[config.mk]
export PLATFORM = sky130hd
export DESIGN_NAME = file_block_map_lookup_unit
export DESIGN_NICKNAME = d
export VERILOG_FILES = /design/src/rtl/fbml_pkg.sv /design/src/rtl/file_block_map_lookup_unit.sv /design/src/rtl/fbml_ram.sv /design/src/rtl/fbml_front.sv /design/src/rtl/fbml_queue.sv /design/src/rtl/fbml_back.sv
export SDC_FILE = /design/constraint.sdc
export NUM_CORES = 2
export LEC_CHECK = 0
export ABC_AREA = 0
export BUFFER_PORTS_ARGS = -buffer_cell sky130_fd_sc_hd__buf_2
export CORE_AREA = 3 3 491 979
export CTS_CLUSTER_SIZE = 40
export DETAILED_ROUTE_END_ITERATION = 10
export DIE_AREA = 0 0 494 982
export SLEW_MARGIN = 20
export SYNTH_ARGS = -nofsm -noshare
export SYNTH_HDL_FRONTEND = slang
export SYNTH_MEMORY_MAX_BITS = 65536
export SYNTH_SLANG_ARGS = --single-unit
[constraint.sdc]
create_clock -name clk -period 10.4 [get_ports clk]
set_input_delay 0.52 -clock clk [delete_from_list [all_inputs] [get_ports clk]]
set_output_delay 0.52 -clock clk [all_outputs]
set_load 0.02 [all_outputs]
[src/rtl/fbml_pkg.sv]
package fbml_pkg;

	localparam int DIRECT_SLOTS_DEF    = 123;
	localparam int WORDS_PER_BLOCK_DEF = 128;
	localparam int SECTOR_BYTES_DEF    = 512;
	localparam int QUEUE_DEPTH         = 2;

	localparam logic [31:0] NO_SECTOR = 32'hFFFF_FFFF;

	localparam logic [1:0] REQ_LOAD   = 2'd0;
	localparam logic [1:0] REQ_LOOKUP = 2'd1;
	localparam logic [1:0] REQ_RESP   = 2'd2;

	localparam logic KIND_REQUEST = 1'b0;
	localparam logic KIND_RESULT  = 1'b1;

	typedef struct packed {
		logic [1:0]  req_type;
		logic [6:0]  slot_index;
		logic [31:0] pointer_value;
		logic [30:0] byte_offset;
		logic [31:0] mem_word;
	} fbml_in_t;

	typedef struct packed {
		logic        out_kind;
		logic [31:0] read_sector;
		logic [6:0]  read_word_index;
		logic [31:0] found_sector;
		logic        unmapped;
	} fbml_out_t;

	typedef enum logic [1:0] {
		OP_LOAD   = 2'd0,
		OP_LOOKUP = 2'd1,
		OP_RESP   = 2'd2
	} op_t;

	typedef enum logic [1:0] {
		RG_NONE   = 2'd0,
		RG_DIRECT = 2'd1,
		RG_SINGLE = 2'd2,
		RG_DOUBLE = 2'd3
	} region_t;

	// One classified item waiting for the back end.
	typedef struct packed {
		op_t         op;
		logic [6:0]  addr;
		logic [31:0] data;
		region_t     region;
		logic [6:0]  idx_first;
		logic [6:0]  idx_second;
	} fbml_op_t;

	function automatic fbml_out_t make_result(input logic [31:0] sector);
		fbml_out_t r;
		r.out_kind        = KIND_RESULT;
		r.read_sector     = 32'd0;
		r.read_word_index = 7'd0;
		r.found_sector    = (sector == NO_SECTOR) ? 32'd0 : sector;
		r.unmapped        = (sector == NO_SECTOR);
		return r;
	endfunction

	function automatic fbml_out_t make_request(input logic [31:0] sector,
			input logic [6:0] word_idx);
		fbml_out_t r;
		r.out_kind        = KIND_REQUEST;
		r.read_sector     = sector;
		r.read_word_index = word_idx;
		r.found_sector    = 32'd0;
		r.unmapped        = 1'b0;
		return r;
	endfunction

endpackage

[src/rtl/file_block_map_lookup_unit.sv]
// File block map lookup.
// An item (load a pointer entry, look up a byte offset, or return an indirect
// word) is taken at a clock edge where start is high and busy is low. Items
// with an unknown type, and loads past the end of the table, are dropped.
// The user must write the file length through cfg_we and cfg_wdata only while
// the unit is idle; the unit itself does not enforce this. Each item goes into a
// two-entry queue; the back end then takes one queued item per cycle, except
// that a lookup that needs the pointer table holds it while it waits for the
// registered read of the table memory. A response to a walk in progress, or an
// immediately unmapped lookup, is registered into done and result from the head
// of the queue; a table lookup passes through the table read first. Loads and
// responses flow at one item per cycle; busy rises while the queue is full.
// Each result or read request is shown for one cycle with done high; the
// receiver cannot stall, so nothing is held back for it.
// Reset empties the queue, returns the walk to idle and clears the file length.
// The pointer table is not cleared and must be loaded before use.
module file_block_map_lookup_unit
	import fbml_pkg::*;
	#(
		parameter int DIRECT_SLOTS    = DIRECT_SLOTS_DEF,
		parameter int WORDS_PER_BLOCK = WORDS_PER_BLOCK_DEF,
		parameter int SECTOR_BYTES    = SECTOR_BYTES_DEF
	)
	(
		input  logic        clk,
		input  logic        arst_n,
		input  logic        start,
		output logic        busy,
		input  fbml_in_t    item,
		input  logic        cfg_we,
		input  logic [30:0] cfg_wdata,
		output logic        done,
		output fbml_out_t   result
	);

	logic [30:0] file_length_q;
	logic        push;
	logic        pop;
	logic        full;
	logic        empty;
	fbml_op_t    push_op;
	fbml_op_t    pop_op;

	always_ff @(posedge clk or negedge arst_n) begin
		if (!arst_n) begin
			file_length_q <= 31'd0;
		end else if (cfg_we) begin
			file_length_q <= cfg_wdata;
		end
	end

	fbml_front #(
		.DIRECT_SLOTS   (DIRECT_SLOTS),
		.WORDS_PER_BLOCK(WORDS_PER_BLOCK),
		.SECTOR_BYTES   (SECTOR_BYTES)
	) u_front (
		.start      (start),
		.full       (full),
		.item       (item),
		.file_length(file_length_q),
		.push       (push),
		.op         (push_op)
	);

	fbml_queue u_queue (
		.clk    (clk),
		.arst_n (arst_n),
		.push   (push),
		.push_op(push_op),
		.pop    (pop),
		.pop_op (pop_op),
		.full   (full),
		.empty  (empty)
	);

	fbml_back #(
		.DIRECT_SLOTS(DIRECT_SLOTS)
	) u_back (
		.clk    (clk),
		.arst_n (arst_n),
		.q_empty(empty),
		.q_op   (pop_op),
		.pop    (pop),
		.done   (done),
		.result (result)
	);

	assign busy = full;

endmodule

[src/rtl/fbml_ram.sv]
module fbml_ram
	#(
		parameter int WIDTH = 32,
		parameter int DEPTH = 125
	)
	(
		input  logic                     clk,
		input  logic                     we,
		input  logic [$clog2(DEPTH)-1:0] waddr,
		input  logic [WIDTH-1:0]         wdata,
		input  logic                     re,
		input  logic [$clog2(DEPTH)-1:0] raddr,
		output logic [WIDTH-1:0]         rdata
	);

	logic [WIDTH-1:0] mem_q [DEPTH];

	always_ff @(posedge clk) begin
		if (we) begin
			mem_q[waddr] <= wdata;
		end
		if (re) begin
			rdata <= mem_q[raddr];
		end
	end

endmodule

[src/rtl/fbml_front.sv]
module fbml_front
	import fbml_pkg::*;
	#(
		parameter int DIRECT_SLOTS    = DIRECT_SLOTS_DEF,
		parameter int WORDS_PER_BLOCK = WORDS_PER_BLOCK_DEF,
		parameter int SECTOR_BYTES    = SECTOR_BYTES_DEF
	)
	(
		input  logic        start,
		input  logic        full,
		input  fbml_in_t    item,
		input  logic [30:0] file_length,
		output logic        push,
		output fbml_op_t    op
	);

	// Sector size and block size are powers of two, so the divisions are shifts.
	localparam int SEC_SHIFT = $clog2(SECTOR_BYTES);
	localparam int SEC_W     = 31 - SEC_SHIFT;
	localparam int W_SHIFT   = $clog2(WORDS_PER_BLOCK);

	localparam logic [31:0] DIRECT_END = 32'(DIRECT_SLOTS);
	localparam logic [31:0] SINGLE_END = 32'(DIRECT_SLOTS + WORDS_PER_BLOCK);
	localparam logic [31:0] DOUBLE_END =
		32'(DIRECT_SLOTS + WORDS_PER_BLOCK + WORDS_PER_BLOCK * WORDS_PER_BLOCK);
	localparam logic [31:0] WORD_MASK  = 32'(WORDS_PER_BLOCK - 1);
	localparam logic [6:0]  TABLE_END  = 7'(DIRECT_SLOTS + 2);
	localparam logic [6:0]  SINGLE_SLOT = 7'(DIRECT_SLOTS);
	localparam logic [6:0]  DOUBLE_SLOT = 7'(DIRECT_SLOTS + 1);

	logic [SEC_W-1:0] sec;
	logic [31:0]      sec32;
	logic [31:0]      single_rel;
	logic [31:0]      double_rel;
	logic [31:0]      double_hi;
	logic [31:0]      double_lo;
	logic             take;

	assign sec        = item.byte_offset[30:SEC_SHIFT];
	assign sec32      = 32'(sec);
	assign single_rel = sec32 - DIRECT_END;
	assign double_rel = sec32 - SINGLE_END;
	assign double_hi  = double_rel >> W_SHIFT;
	assign double_lo  = double_rel & WORD_MASK;

	always_comb begin
		take          = 1'b0;
		op.op         = OP_LOAD;
		op.addr       = item.slot_index;
		op.data       = item.pointer_value;
		op.region     = RG_NONE;
		op.idx_first  = 7'd0;
		op.idx_second = 7'd0;
		unique case (item.req_type)
			REQ_LOAD: begin
				// Loads past the end of the table are dropped here.
				take = (item.slot_index < TABLE_END);
			end
			REQ_LOOKUP: begin
				take  = 1'b1;
				op.op = OP_LOOKUP;
				if (item.byte_offset >= file_length) begin
					op.region = RG_NONE;
				end else if (sec32 < DIRECT_END) begin
					op.region = RG_DIRECT;
					op.addr   = sec32[6:0];
				end else if (sec32 < SINGLE_END) begin
					op.region    = RG_SINGLE;
					op.addr      = SINGLE_SLOT;
					op.idx_first = single_rel[6:0];
				end else if (sec32 < DOUBLE_END) begin
					op.region     = RG_DOUBLE;
					op.addr       = DOUBLE_SLOT;
					op.idx_first  = double_hi[6:0];
					op.idx_second = double_lo[6:0];
				end else begin
					op.region = RG_NONE;
				end
			end
			REQ_RESP: begin
				take    = 1'b1;
				op.op   = OP_RESP;
				op.data = item.mem_word;
			end
			default: begin
				take = 1'b0;
			end
		endcase
	end

	assign push = start && !full && take;

endmodule

[src/rtl/fbml_queue.sv]
module fbml_queue
	import fbml_pkg::*;
	(
		input  logic     clk,
		input  logic     arst_n,
		input  logic     push,
		input  fbml_op_t push_op,
		input  logic     pop,
		output fbml_op_t pop_op,
		output logic     full,
		output logic     empty
	);

	localparam int PTR_W = (QUEUE_DEPTH > 1) ? $clog2(QUEUE_DEPTH) : 1;
	localparam int CNT_W = $clog2(QUEUE_DEPTH + 1);
	localparam logic [CNT_W-1:0] CNT_FULL = CNT_W'(QUEUE_DEPTH);
	localparam logic [PTR_W-1:0] PTR_LAST = PTR_W'(QUEUE_DEPTH - 1);

	fbml_op_t         slot_q [QUEUE_DEPTH];
	logic [PTR_W-1:0] wr_ptr_q;
	logic [PTR_W-1:0] rd_ptr_q;
	logic [CNT_W-1:0] count_q;

	assign full   = (count_q == CNT_FULL);
	assign empty  = (count_q == '0);
	assign pop_op = slot_q[rd_ptr_q];

	always_ff @(posedge clk) begin
		if (push) begin
			slot_q[wr_ptr_q] <= push_op;
		end
	end

	always_ff @(posedge clk or negedge arst_n) begin
		if (!arst_n) begin
			wr_ptr_q <= '0;
			rd_ptr_q <= '0;
			count_q  <= '0;
		end else begin
			if (push) begin
				wr_ptr_q <= (wr_ptr_q == PTR_LAST) ? '0 : wr_ptr_q + 1'b1;
			end
			if (pop) begin
				rd_ptr_q <= (rd_ptr_q == PTR_LAST) ? '0 : rd_ptr_q + 1'b1;
			end
			if (push && !pop) begin
				count_q <= count_q + 1'b1;
			end else if (pop && !push) begin
				count_q <= count_q - 1'b1;
			end
		end
	end

endmodule

[src/rtl/fbml_back.sv]
module fbml_back
	import fbml_pkg::*;
	#(
		parameter int DIRECT_SLOTS = DIRECT_SLOTS_DEF
	)
	(
		input  logic      clk,
		input  logic      arst_n,
		input  logic      q_empty,
		input  fbml_op_t  q_op,
		output logic      pop,
		output logic      done,
		output fbml_out_t result
	);

	localparam int TABLE_DEPTH = DIRECT_SLOTS + 2;
	localparam int AW          = $clog2(TABLE_DEPTH);

	typedef enum logic [1:0] {
		CT_IDLE  = 2'b01,
		CT_TABLE = 2'b10
	} ctl_t;

	typedef enum logic [2:0] {
		PH_IDLE = 3'b001,
		PH_LEAF = 3'b010,
		PH_MID  = 3'b100
	} phase_t;

	ctl_t      ctl_q, ctl_d;
	phase_t    phase_q, phase_d;
	logic [6:0] pend_q, pend_d;
	fbml_op_t  op_q;
	logic      done_q, done_d;
	fbml_out_t result_q, result_d;
	logic      ram_we;
	logic      ram_re;
	logic [31:0] ram_rdata;

	fbml_ram #(
		.WIDTH(32),
		.DEPTH(TABLE_DEPTH)
	) u_table (
		.clk  (clk),
		.we   (ram_we),
		.waddr(q_op.addr[AW-1:0]),
		.wdata(q_op.data),
		.re   (ram_re),
		.raddr(q_op.addr[AW-1:0]),
		.rdata(ram_rdata)
	);

	assign pop = (ctl_q == CT_IDLE) && !q_empty;

	always_comb begin
		ctl_d    = ctl_q;
		phase_d  = phase_q;
		pend_d   = pend_q;
		done_d   = 1'b0;
		result_d = result_q;
		ram_we   = 1'b0;
		ram_re   = 1'b0;
		unique case (ctl_q)
			CT_IDLE: begin
				if (!q_empty) begin
					case (q_op.op)
						OP_LOAD: begin
							ram_we = 1'b1;
						end
						OP_LOOKUP: begin
							// A new lookup abandons any walk in progress.
							phase_d = PH_IDLE;
							if (q_op.region == RG_NONE) begin
								done_d   = 1'b1;
								result_d = make_result(NO_SECTOR);
							end else begin
								ram_re = 1'b1;
								ctl_d  = CT_TABLE;
							end
						end
						OP_RESP: begin
							unique case (phase_q)
								PH_LEAF: begin
									done_d   = 1'b1;
									result_d = make_result(q_op.data);
									phase_d  = PH_IDLE;
								end
								PH_MID: begin
									done_d = 1'b1;
									if (q_op.data == NO_SECTOR) begin
										result_d = make_result(NO_SECTOR);
										phase_d  = PH_IDLE;
									end else begin
										result_d = make_request(q_op.data, pend_q);
										phase_d  = PH_LEAF;
									end
								end
								default: begin
									phase_d = phase_q;
								end
							endcase
						end
						default: begin
							ctl_d = CT_IDLE;
						end
					endcase
				end
			end
			CT_TABLE: begin
				ctl_d = CT_IDLE;
				case (op_q.region)
					RG_DIRECT: begin
						done_d   = 1'b1;
						result_d = make_result(ram_rdata);
					end
					RG_SINGLE: begin
						done_d = 1'b1;
						if (ram_rdata == NO_SECTOR) begin
							result_d = make_result(NO_SECTOR);
						end else begin
							result_d = make_request(ram_rdata, op_q.idx_first);
							phase_d  = PH_LEAF;
						end
					end
					RG_DOUBLE: begin
						done_d = 1'b1;
						if (ram_rdata == NO_SECTOR) begin
							result_d = make_result(NO_SECTOR);
						end else begin
							result_d = make_request(ram_rdata, op_q.idx_first);
							pend_d   = op_q.idx_second;
							phase_d  = PH_MID;
						end
					end
					default: begin
						done_d = 1'b0;
					end
				endcase
			end
			default: begin
				ctl_d = CT_IDLE;
			end
		endcase
	end

	always_ff @(posedge clk) begin
		if (pop) begin
			op_q <= q_op;
		end
		result_q <= result_d;
	end

	always_ff @(posedge clk or negedge arst_n) begin
		if (!arst_n) begin
			ctl_q   <= CT_IDLE;
			phase_q <= PH_IDLE;
			pend_q  <= 7'd0;
			done_q  <= 1'b0;
		end else begin
			ctl_q   <= ctl_d;
			phase_q <= phase_d;
			pend_q  <= pend_d;
			done_q  <= done_d;
		end
	end

	assign done   = done_q;
	assign result = result_q;

endmodule

==> qor.txt <==
Share of the synthesized area in the top cell type: 76.8%
Hold Crit Class: primary input to flop
Synth top cells by count: edfxtp_1 (4,235), mux2i_1 (1,949), o22ai_1 (963)
Register area share after synthesis: 77.5%
Tmin final: 6.35 ns
Setup Viol. Count Final: 0
Yosys cell types: 62
Number of synthesized register bits: 4,283
Starting Density: 35.0%
Clock buffer count from CTS: 337
Ratio of cells with drive above 1 in the final layout: 13.8%
Post-synth EDFFs: 4,235
Setup WS pre-CTS: 4.18 ns
Avg Vias per Cell: 5.58
Net switching fraction of the power: 33.0%
Clock Tree Root: clkbuf_16
Clock Latency Late Sink: 0.96 ns
Crit. Startpoint: u_queue.rd_ptr_q$_DFFE_PN0P_
Die Ht: 982 µm
Worst Path Max Fanout: 66
Synth warnings: 0
Worst-path clk slew: 0.07 ns
Sw Pwr: 0.0157 W
Die ar.: 0.485 mm²
Final setup TNS: 0 ns
P&R area growth vs syn: 14.6%
Area contributors post-synth: edfxtp_1 (77%), mux2i_1 (12%), o22ai_1 (3.6%)
Cells after Synth: 9,342
Setup CP Type: flop to flop
Data arrival time of the critical path: 7.01 ns
Top cell by count, worst path: buf_4
CP Cell Sequence: nand2_1 > nand2_8 > buf_4 > buf_4 > mux2i_1 > o22ai_1 > o21ai_0 > a41oi_1 > buf_4 > or4_1
Setup bufs post-CTS: 0
Vias in the first global route: 92,399
DIE WIDTH: 494 µm
Num Clock Sinks: 4,283
Vias post-DR: 92,707
CTS tree: built
R2R Setup Slk: 4.05 ns
VDD IR max: 0.191 mV
DRC: 0
End of the critical path: u_back.u_table.rdata[10]$_DFFE_PP_
Final Cycle Share: 61.0%
Least-Margin Pin Slew: 1.30 ns
Top FF cell, synth: edfxtp_1
Io pins: 214
Total routed wirelength: 531 mm
H-tree Lvls: 5
Buffers on Ports: 213
Final hold violation count: 0
Drt pass-1 iters: 6
Fmax: 158 MHz
Critical path required time: 11.07 ns
DP HPWL: 325 mm
Max Cap Viol: 0
Mapped Nets: 9,523
Synth async-reset ratio: 1.12%
Syn avg cell area: 17.7 µm²
Global Route Usage Sum: 21.1%
Fin worst setup slack: 4.05 ns
Initial DRC count: 10,761
FF-to-FF End: u_back.u_table.rdata[10]$_DFFE_PP_
Startpoint types: flop
WL/cell: 32.0 µm
Placeable Area: 0.473 mm²
Seq pwr share: 45.3%
Critical Path Slowest Stage Cell: dfrtp_4
First-pass GRT wire length: 727 mm
Clock share of power: 27.7%
Power per cell area: 251 mW/mm²
Int Pwr: 0.0320 W
Reg2Reg Depth: 10
Max-slew violation count: 0
Total congestion overflow: 0
RePlAce Congestion: 0.901
Slew margin rel.: 12.6%
Antenna Nets Post-Route: 0
Part of the power in combinational logic: 27.0%
Clock Path Buffers: 4
Worst setup EP type: flop
Status: finished, final reports clean
Clock skew: 0.0525 ns
Largest net degree at the start of global routing: 138
Crit path largest cell delay: 1.01 ns
Mapped cell area: 0.166 mm²
Initial antenna violation count: 71
Row count: 357
RR Startpoint: u_queue.rd_ptr_q$_DFFE_PN0P_
Total Nets Final: 9,971
Unrepaired setup endpoints after global routing: false
Leakage power total: 61.7 nW
Post-synth top area cell: edfxtp_1
Most frequent cell after synthesis: edfxtp_1
[through the flow]
step	hold slack [ns]	cell area (µm²)	total power [W]	cells	utilization, %
after floorplan	0.224	166000	0.0293	9342	-
after global placement	0.463	176000	0.0343	15607	37.3
after detailed placement	0.465	177000	0.0347	15639	37.4
after CTS	0.0326	189000	0.0477	16342	39.9
after global routing	0.0890	190000	0.0489	16598	40.1
final	0.0925	190000	0.0477	16613	40.1
[state kept, by name (all words and copies together), names as in the netlist, 2 cells and up]
| register | cells |
|---|---|
| file_length_q | 31 |
| u_back.ctl_q | 2 |
| u_back.op_q | 16 |
| u_back.pend_q | 7 |
| u_back.phase_q | 3 |
| u_back.result | 73 |
| u_back.u_table.mem_q | 4000 |
| u_back.u_table.rdata | 32 |
| u_queue.count_q | 2 |
| u_queue.slot_q | 114 |
[critical path: cells and delay by family, from the launching register on]
kind | cells | cell delay, ns
mux | 1 | 0.28
compound gates | 3 | 1.18
flops | 1 | 1.01
buf+inv | 3 | 1.77
simple gates | 3 | 1.50
[cells by family (layout without fill, tap and decap cells)]
kind of cell	count (synthesis)	count (layout)	synth area share (%)
flip-flops	4283	4283	77.5
multiplexers	2009	2009	12.2
other	0	271	0
XOR/XNOR	16	16	0.0846
buffers and inverters	650	1368	1.70
AO/OA/AOI/OAI	1861	1861	6.90
AND/OR/NAND/NOR	481	481	1.33
adder cells (fa/ha/maj)	42	42	0.317
[cell type report]
| type | count | area [µm²] |
|---|---|---|
| fillers | 42169 | 284000 |
| clock buffers | 413 | 8800 |
| clock inverters | 196 | 2230 |
| diodes | 271 | 678 |
| well taps | 6282 | 7860 |
| flip-flops and latches | 4283 | 128000 |
| repair buffers | 670 | 5220 |
| inverters | 89 | 414 |
| multi-input cells | 4409 | 36200 |
[power by group through the flow]
stage                     clock network, W  logic, W  registers (W)
after global placement                   0    0.0123         0.0220
after global routing                0.0140    0.0133         0.0216
after CTS                           0.0134    0.0127         0.0216
after floorplan                          0   0.00717         0.0221
final                               0.0132    0.0129         0.0216
after detailed placement                 0    0.0127         0.0220
[metal layers]
layer | global-route usage [%] | share of wire [%] | up-vias
li1 | - | - | 38854
met1 | 22.3 | 33 | 48500
met2 | 37.2 | 51 | 4316
met3 | 2.53 | 6.6 | 1011
met4 | 18.1 | 9.5 | 26
met5 | 0 | 0.031 | -
[what timing repair did]
item	in CTS	in global routing
hold buffers	94	0
gates resized for setup	0	0
hold endpoints to repair	141	0
[worst min path at each step]
stage	endpoint	slack (ns)	startpoint	cells past startpoint
after floorplan	file_length_q[0]$_DFFE_PN0P_	0.22	arst_n	0
after global placement	u_back.pend_q[0]$_DFFE_PN0P_	0.46	u_back.op_q[0]$_DFFE_PP_	1
after detailed placement	u_back.pend_q[4]$_DFFE_PN0P_	0.46	u_back.op_q[4]$_DFFE_PP_	1
after CTS	u_queue.slot_q[1][56]$_DFFE_PP_	0.03	item[102]	3
after global routing	u_queue.slot_q[0][53]$_DFFE_PP_	0.09	item[100]	3
final	u_queue.slot_q[1][56]$_DFFE_PP_	0.09	item[102]	3
[cells in the final DEF, fill, tap and decap left out, types with 11 or more instances in the layout]
cell type and n:
a21oi_1 30, a222oi_1 32, a22oi_1 35, a41oi_1 75, a41oi_2 53, buf_12 24, buf_2 213, buf_4 316
bufinv_16 38, clkbuf_1 71, clkbuf_16 340, clkinv_1 62, clkinv_2 48, clkinvlp_4 16, dfrtp_1 45, diode_2 271
dlygate4sd3_1 94, edfxtp_1 4235, ha_1 41, inv_1 57, inv_4 32, mux2_2 58, mux2i_1 1946, nand2_1 163
nand2b_1 13, nand3_1 17, nand4_1 23, nor2_1 30, nor2_4 126, nor2b_1 15, nor3_1 20, o21ai_0 499
o21ai_1 108, o21ai_2 16, o22ai_1 961, or4_1 34, xnor2_1 11
(Power assumes the default switching activity.)
